===== config.mk =====
export PLATFORM = sky130hd
export DESIGN_NAME = vna_norm
export DESIGN_NICKNAME = d
export VERILOG_FILES = /design/src/design/vna_pkg.sv /design/src/design/vna_norm.sv
export SDC_FILE = /design/constraint.sdc
export NUM_CORES = 2
export LEC_CHECK = 0
export BUFFER_PORTS_ARGS = -buffer_cell sky130_fd_sc_hd__buf_2
export CORE_ASPECT_RATIO = 1.25
export CORE_MARGIN = 2
export CORE_UTILIZATION = 45
export CTS_CLUSTER_SIZE = 28
export DETAILED_ROUTE_END_ITERATION = 10
export GPL_TIMING_DRIVEN = 0
export HOLD_SLACK_MARGIN = 0.15
export PLACE_DENSITY = 0.62
export SLEW_MARGIN = 20
export SYNTH_ARGS = -nofsm -noshare
export SYNTH_HDL_FRONTEND = slang
export SYNTH_SLANG_ARGS = --single-unit

===== constraint.sdc =====
create_clock -name clk_i -period 20.1 [get_ports clk_i]
set_input_delay 1.005 -clock clk_i [delete_from_list [all_inputs] [get_ports clk_i]]
set_output_delay 1.005 -clock clk_i [all_outputs]
set_load 0.1 [all_outputs]

===== src/design/vna_pkg.sv =====
// Shared types and constants of the vertex normal accumulator.
// Used by every module of the block; depends on nothing.
package vna_pkg;

  localparam int VERTEX_COUNT_DEF = 64;
  localparam int ACCUM_WIDTH_DEF  = 48;

  localparam int IDX_W    = 6;   // vertex index field
  localparam int POS_W    = 16;  // Q8.8 position
  localparam int DIFF_W   = 17;  // corner difference
  localparam int FACE_W   = 35;  // cross product term, Q16.16
  localparam int UNIT_W   = 16;  // Q1.14 output
  localparam int FRAC_W   = 14;  // fraction bits of the output
  localparam int SCALE_W  = 30;  // scaled magnitudes lie below 2^SCALE_W
  localparam int SQ_W     = 62;  // sum of three squares
  localparam int RT_W     = 63;  // square root working registers
  localparam int LEN_W    = 31;  // vector length
  localparam int NUM_W    = 45;  // dividend of the unit value
  localparam int QUO_W    = 15;  // unit magnitude, up to 2^14

  // operation codes
  localparam logic [1:0] OP_LOAD = 2'd0;
  localparam logic [1:0] OP_TRI  = 2'd1;
  localparam logic [1:0] OP_READ = 2'd2;

  typedef struct packed {
    logic [1:0]              operation;
    logic [IDX_W-1:0]        vertex_index;
    logic signed [POS_W-1:0] pos_x;
    logic signed [POS_W-1:0] pos_y;
    logic signed [POS_W-1:0] pos_z;
    logic [IDX_W-1:0]        corner_a;
    logic [IDX_W-1:0]        corner_b;
    logic [IDX_W-1:0]        corner_c;
  } in_t;

  typedef struct packed {
    logic signed [UNIT_W-1:0] unit_x;
    logic signed [UNIT_W-1:0] unit_y;
    logic signed [UNIT_W-1:0] unit_z;
    logic                     zero_normal;
  } out_t;

  typedef struct packed {
    logic signed [POS_W-1:0] x;
    logic signed [POS_W-1:0] y;
    logic signed [POS_W-1:0] z;
  } pos_t;

  typedef struct packed {
    logic signed [FACE_W-1:0] x;
    logic signed [FACE_W-1:0] y;
    logic signed [FACE_W-1:0] z;
  } face_t;

  // triangle command between control and the datapath units
  typedef struct packed {
    logic             start;
    logic [IDX_W-1:0] a;
    logic [IDX_W-1:0] b;
    logic [IDX_W-1:0] c;
  } tri_cmd_t;

  // status of the accumulator store
  typedef struct packed {
    logic init_busy;
    logic tri_done;
    logic rd_valid;
  } acc_stat_t;

endpackage


===== src/design/vna_norm.sv =====
// Normalization unit: common scaling shift, squares, bitwise square
// root and three restoring dividers in lanes. Depends on vna_pkg.
module vna_norm #(
  parameter int ACCUM_WIDTH = vna_pkg::ACCUM_WIDTH_DEF
) (
  input  logic                          clk_i,
  input  logic                          rst_ni,
  input  logic                          start_i,
  input  logic signed [ACCUM_WIDTH-1:0] acc_x_i,
  input  logic signed [ACCUM_WIDTH-1:0] acc_y_i,
  input  logic signed [ACCUM_WIDTH-1:0] acc_z_i,
  output logic                          done_o,
  output vna_pkg::out_t                 res_o
);
  import vna_pkg::*;

  localparam logic [2:0] N_IDLE  = 3'd0;
  localparam logic [2:0] N_SCALE = 3'd1;
  localparam logic [2:0] N_SQ    = 3'd2;
  localparam logic [2:0] N_ROOT  = 3'd3;
  localparam logic [2:0] N_PREP  = 3'd4;
  localparam logic [2:0] N_DIV   = 3'd5;
  localparam logic [2:0] N_FIN   = 3'd6;

  logic [2:0] phase_q;
  logic [3:0] cnt_q;
  logic done_q;
  out_t res_q;

  logic [ACCUM_WIDTH-1:0] acc_in [3];
  logic [ACCUM_WIDTH-1:0] mag_in [3];
  logic [ACCUM_WIDTH-1:0] m_q [3];
  logic neg_q [3];
  logic [ACCUM_WIDTH-1:0] or_in, or_m;

  logic [SCALE_W-1:0] msel;
  logic [2*SCALE_W-1:0] prod_q;
  logic [SQ_W-1:0] sum_q, v_q;
  logic [RT_W-1:0] root_q, bit_q;
  logic [RT_W:0] trial;
  logic root_ge;
  logic [LEN_W-1:0] len;
  logic [NUM_W-1:0] d_q;
  logic [NUM_W-1:0] rem_q [3];
  logic [QUO_W-1:0] q_q [3];
  logic [UNIT_W-1:0] uq [3];
  logic [UNIT_W-1:0] us [3];

  assign acc_in[0] = acc_x_i;
  assign acc_in[1] = acc_y_i;
  assign acc_in[2] = acc_z_i;

  // magnitudes of the incoming accumulator and of the held ones
  always_comb begin
    or_in = '0;
    or_m  = '0;
    for (int i = 0; i < 3; i++) begin
      mag_in[i] = acc_in[i][ACCUM_WIDTH-1] ? (~acc_in[i] + 1'b1) : acc_in[i];
      or_in     = or_in | mag_in[i];
      or_m      = or_m | m_q[i];
    end
  end

  assign msel = (cnt_q == 4'd0) ? m_q[0][SCALE_W-1:0] :
                (cnt_q == 4'd1) ? m_q[1][SCALE_W-1:0] : m_q[2][SCALE_W-1:0];

  assign trial   = {1'b0, root_q} + {1'b0, bit_q};
  assign root_ge = (RT_W+1)'(v_q) >= trial;
  assign len     = root_q[LEN_W-1:0];

  always_comb begin
    for (int i = 0; i < 3; i++) begin
      uq[i] = {1'b0, q_q[i]};
      us[i] = neg_q[i] ? (~uq[i] + 1'b1) : uq[i];
    end
  end

  // datapath
  always_ff @(posedge clk_i) begin
    case (phase_q)
      N_IDLE: begin
        if (start_i) begin
          for (int i = 0; i < 3; i++) begin
            m_q[i]   <= mag_in[i];
            neg_q[i] <= acc_in[i][ACCUM_WIDTH-1];
          end
          if (or_in == '0) res_q <= '{unit_x: '0, unit_y: '0, unit_z: '0,
                                      zero_normal: 1'b1};
          sum_q <= '0;
        end
      end
      N_SCALE: begin
        // largest magnitude brought into [2^29, 2^30)
        for (int i = 0; i < 3; i++) begin
          if (|or_m[ACCUM_WIDTH-1:SCALE_W+4])    m_q[i] <= m_q[i] >> 4;
          else if (|or_m[ACCUM_WIDTH-1:SCALE_W]) m_q[i] <= m_q[i] >> 1;
          else if (!or_m[SCALE_W-1]) begin
            if (or_m[SCALE_W-1 -: 4] == 4'd0) m_q[i] <= m_q[i] << 4;
            else                              m_q[i] <= m_q[i] << 1;
          end
        end
      end
      N_SQ: begin
        prod_q <= msel * msel;
        if (cnt_q != 4'd0) sum_q <= sum_q + SQ_W'(prod_q);
        if (cnt_q == 4'd3) begin
          v_q    <= sum_q + SQ_W'(prod_q);
          root_q <= '0;
          bit_q  <= RT_W'(1) << SQ_W;
        end
      end
      N_ROOT: begin
        if (root_ge) begin
          v_q    <= v_q - SQ_W'(trial);
          root_q <= (root_q >> 1) + bit_q;
        end else begin
          root_q <= root_q >> 1;
        end
        bit_q <= bit_q >> 2;
      end
      N_PREP: begin
        d_q <= {len, {FRAC_W{1'b0}}};
        for (int i = 0; i < 3; i++) begin
          rem_q[i] <= NUM_W'({m_q[i][SCALE_W-1:0], {FRAC_W{1'b0}}}) +
                      NUM_W'(len >> 1);
          q_q[i]   <= '0;
        end
      end
      N_DIV: begin
        for (int i = 0; i < 3; i++) begin
          if (rem_q[i] >= d_q) begin
            rem_q[i] <= rem_q[i] - d_q;
            q_q[i]   <= {q_q[i][QUO_W-2:0], 1'b1};
          end else begin
            q_q[i]   <= {q_q[i][QUO_W-2:0], 1'b0};
          end
        end
        d_q <= d_q >> 1;
      end
      N_FIN: begin
        res_q <= '{unit_x: us[0], unit_y: us[1], unit_z: us[2],
                   zero_normal: 1'b0};
      end
      default: ;
    endcase
  end

  // sequencer
  always_ff @(posedge clk_i or negedge rst_ni) begin
    if (!rst_ni) begin
      phase_q <= N_IDLE;
      cnt_q   <= '0;
      done_q  <= 1'b0;
    end else begin
      // done after the last step, or at once for a zero-length normal
      done_q <= (phase_q == N_FIN) ||
                ((phase_q == N_IDLE) && start_i && (or_in == '0));
      case (phase_q)
        N_IDLE: begin
          if (start_i && (or_in != '0)) phase_q <= N_SCALE;
        end
        N_SCALE: begin
          if (!(|or_m[ACCUM_WIDTH-1:SCALE_W]) && or_m[SCALE_W-1]) begin
            phase_q <= N_SQ;
            cnt_q   <= '0;
          end
        end
        N_SQ: begin
          cnt_q <= cnt_q + 4'd1;
          if (cnt_q == 4'd3) phase_q <= N_ROOT;
        end
        N_ROOT: if (bit_q[0]) phase_q <= N_PREP;
        N_PREP: begin
          phase_q <= N_DIV;
          cnt_q   <= '0;
        end
        N_DIV: begin
          cnt_q <= cnt_q + 4'd1;
          if (cnt_q == 4'(QUO_W - 1)) phase_q <= N_FIN;
        end
        N_FIN: phase_q <= N_IDLE;
        default: phase_q <= N_IDLE;
      endcase
    end
  end

  assign done_o = done_q;
  assign res_o  = res_q;

endmodule


==> results.tsv <==
metric	value	unit
post-CTS setup repair buffer count	0	
Synth Cell Area	0.0801	sq mm
nets	10600	
top-count cell post-synth	inv_1	
via/cell ratio	5.95	
Initial Utilization	45.2	%
fin. max-slew vios	0	
status	finished, final reports clean	
FP Rows	173	
IO Count	197	
sequential share of the synthesized area	26.4	%
GRT Overall Usage	31.3	%
Worst Path Required	20.52	ns
Max Cap Violations	0	
critical path launch point type	flip-flop	
WL/cell	24.8	microns
worst path arrival time	13.47	ns
HPWL Detailed	231000	microns
initial antenna violation count	23	
top cells by count, synth	inv_1 (1070), nor2_1 (856), nand2_1 (794)	
Core ar.	0.177	sq mm
Clock Tree Root	clkbuf_16	
Post-Route Setup TNS	0	ns
Iter 0 DRT Violations	7177	
worst-skew pair later-pin latency	0.72	ns
critical path class	reg2reg	
Fin. Hold Viols	0	
crit share post-route	64.9	%
global-route wire length before repair	429000	microns
synth unique cells	93	
Clock Tree Buf Depth	3	
r2r startpoint	cnt_q[2]	
gpl congestion	0.994	
Crit. Startpoint	cnt_q[2]	
post-synthesis register bit count	707	
Worst path slowest cell	buf_1	
Area growth, synth to finish	9.23	%
Worst-Margin Slew	1.25	ns
first-pass iteration count of the detailed router	7	
worst hold slack	0.506	ns
largest net degree at the start of global routing	61	
Post-DRT Antenna Nets	0	
unrepaired setup endpoints after global routing	false	
H-tree depth	3	
Net Count, Synth	10300	
number of synthesized flops with an enable pin	698	
leading area contributor after synthesis	edfxtp_1	
Max-Slew Margin vs Limit	17.0	%
WL final	287000	microns
Final Setup Violations	0	
hold buffers post-CTS	1	
ys async rst share	1.13	%
Synth top area share	26.2	%
most used cell, CP	fa_1	
Final Critical Period	13.05	ns
die height	476	microns
Fin Clk Skew	0.0325	ns
post-cts resize count	0	
CTS Buf Count	81	
Post-Syn Instances	8849	
gr ovfl total	0	
vias in the first global route	68600	
Area contributors post-synth	edfxtp_1 (26%), fa_1 (18%), ha_1 (9.9%)	
DRC viols	0	
Reg clk slew, reported paths	0.06	ns
TritonCTS clock tree	yes	
number of fill cells in the layout	16900	
Max Freq	76.6	MHz
Setup crit end kind	flip-flop	
ys flop type	edfxtp_1	
HP Start	cnt_q[3]	
Worst path max stage delay	0.80	ns
count of buffers from port buffering	189	
HP Class	reg2reg	
die area	0.181	sq mm
Die Width	381	microns
Ys Warns	0	
syn_area_per_cell	9.06	sq um
# clock sinks	707	
crit path max fanout	10	
routed via count	68900	
layout cell share with drive strength beyond 1	4.96	%
-- flip-flops by register name, summed over array words and instances (netlist names) --
name / count
sum_q: 62
q_q: 45
d_q: 45
res_o: 49
v_q: 62
phase_q: 3
cnt_q: 4
prod_q: 59
rem_q: 135
root_q: 63
bit_q: 32
m_q: 144
done_o: 1
neg_q: 3
-- per-layer routing --
layer  up-vias  routed length [microns]  GRT usage, %
met3       700                    23900          5.88
met2      3093                   129000          50.1
met1     33800                   117000          40.8
met5         -                      117             0
met4        20                    16000          15.2
li1      31300                        -             -
-- through the flow --
stage	setup WS, ns	std cells	area (sq um)	util (%)
3_3_place_gp	4.21	11400	84000	47.4
4_1_cts	7.38	11600	87500	49.3
2_1_floorplan	9.56	8849	80100	-
3_5_place_dp	7.42	11400	84600	47.7
5_1_grt	6.75	11600	87500	49.4
6_report	7.05	11600	87500	49.4
-- path summary, 6_finish.rpt --
path / to / slack [ns] / depth (start not counted)
setup / recovery: prod_q[49] / 7.05 / 36
hold / removal: cnt_q[3] / 0.51 / 1
setup reg to reg: prod_q[49] / 7.05 / 36
hold reg to reg: cnt_q[3] / 0.51 / 1
max in group asynchronous: cnt_q[3] / 19.15 / 2
min in group asynchronous: done_o / 0.72 / 2
-- critical path: cells and delay by family, from the launching register on --
family	cells	cell delay, ns
adder cells (fa/ha/maj)	9	4.43
AO/OA/AOI/OAI	8	2.83
buffers and inverters	10	2.83
AND/OR/NAND/NOR	7	1.69
flip-flops	1	0.42
multiplexers	1	0.39
XOR/XNOR	1	0.14
-- logic make-up (layout without fill, tap and decap cells) --
family	after synthesis	after routing	share of synthesized area (%)
compound gates	2051	2051	16.3
mux	82	82	1.04
fa+ha+maj	1339	1339	27.5
simple gates	2554	2554	14.7
xor+xnor	650	650	7.10
flops	707	707	26.4
buf+inv	1466	1830	6.87
other cells	0	14	0
-- cell usage in the layout (no fill, tap or decap), drive strengths merged, types with 28 or more instances in the layout --
cell / instances
inv: 1081
nor2: 856
nand2: 795
fa: 707
edfxtp: 698
ha: 632
o21ai: 514
a21oi: 475
clkbuf: 431
xnor2: 350
xor2: 300
buf: 260
a21o: 229
a31oi: 141
nand3: 120
nand4: 117
nor3: 109
a211oi: 107
and3: 88
o31ai: 87
and2: 81
a22oi: 80
nor2b: 76
mux2i: 75
or3: 66
nor4: 59
o21a: 56
nand2b: 55
o21bai: 51
o22ai: 39
or2: 38
clkinv: 35
or4: 31
o211ai: 29
o41ai: 28
a21boi: 28
-- cell type report --
type | count | area, sq um | share of cell area, %
multi-input combinational | 6676 | 53600 | 61.2
timing repair buffer | 212 | 1360 | 1.55
clock buffer | 93 | 2110 | 2.42
clock inverter | 59 | 806 | 0.921
sequential | 707 | 21200 | 24.2
antenna | 14 | 35.0 | 0.0400
tap | 2362 | 2960 | 3.38
buffer | 387 | 1470 | 1.68
inverter | 1079 | 4050 | 4.63
Power is not shown: default switching activity piles up to over one toggle a cycle in this logic, so the estimate is an artifact.
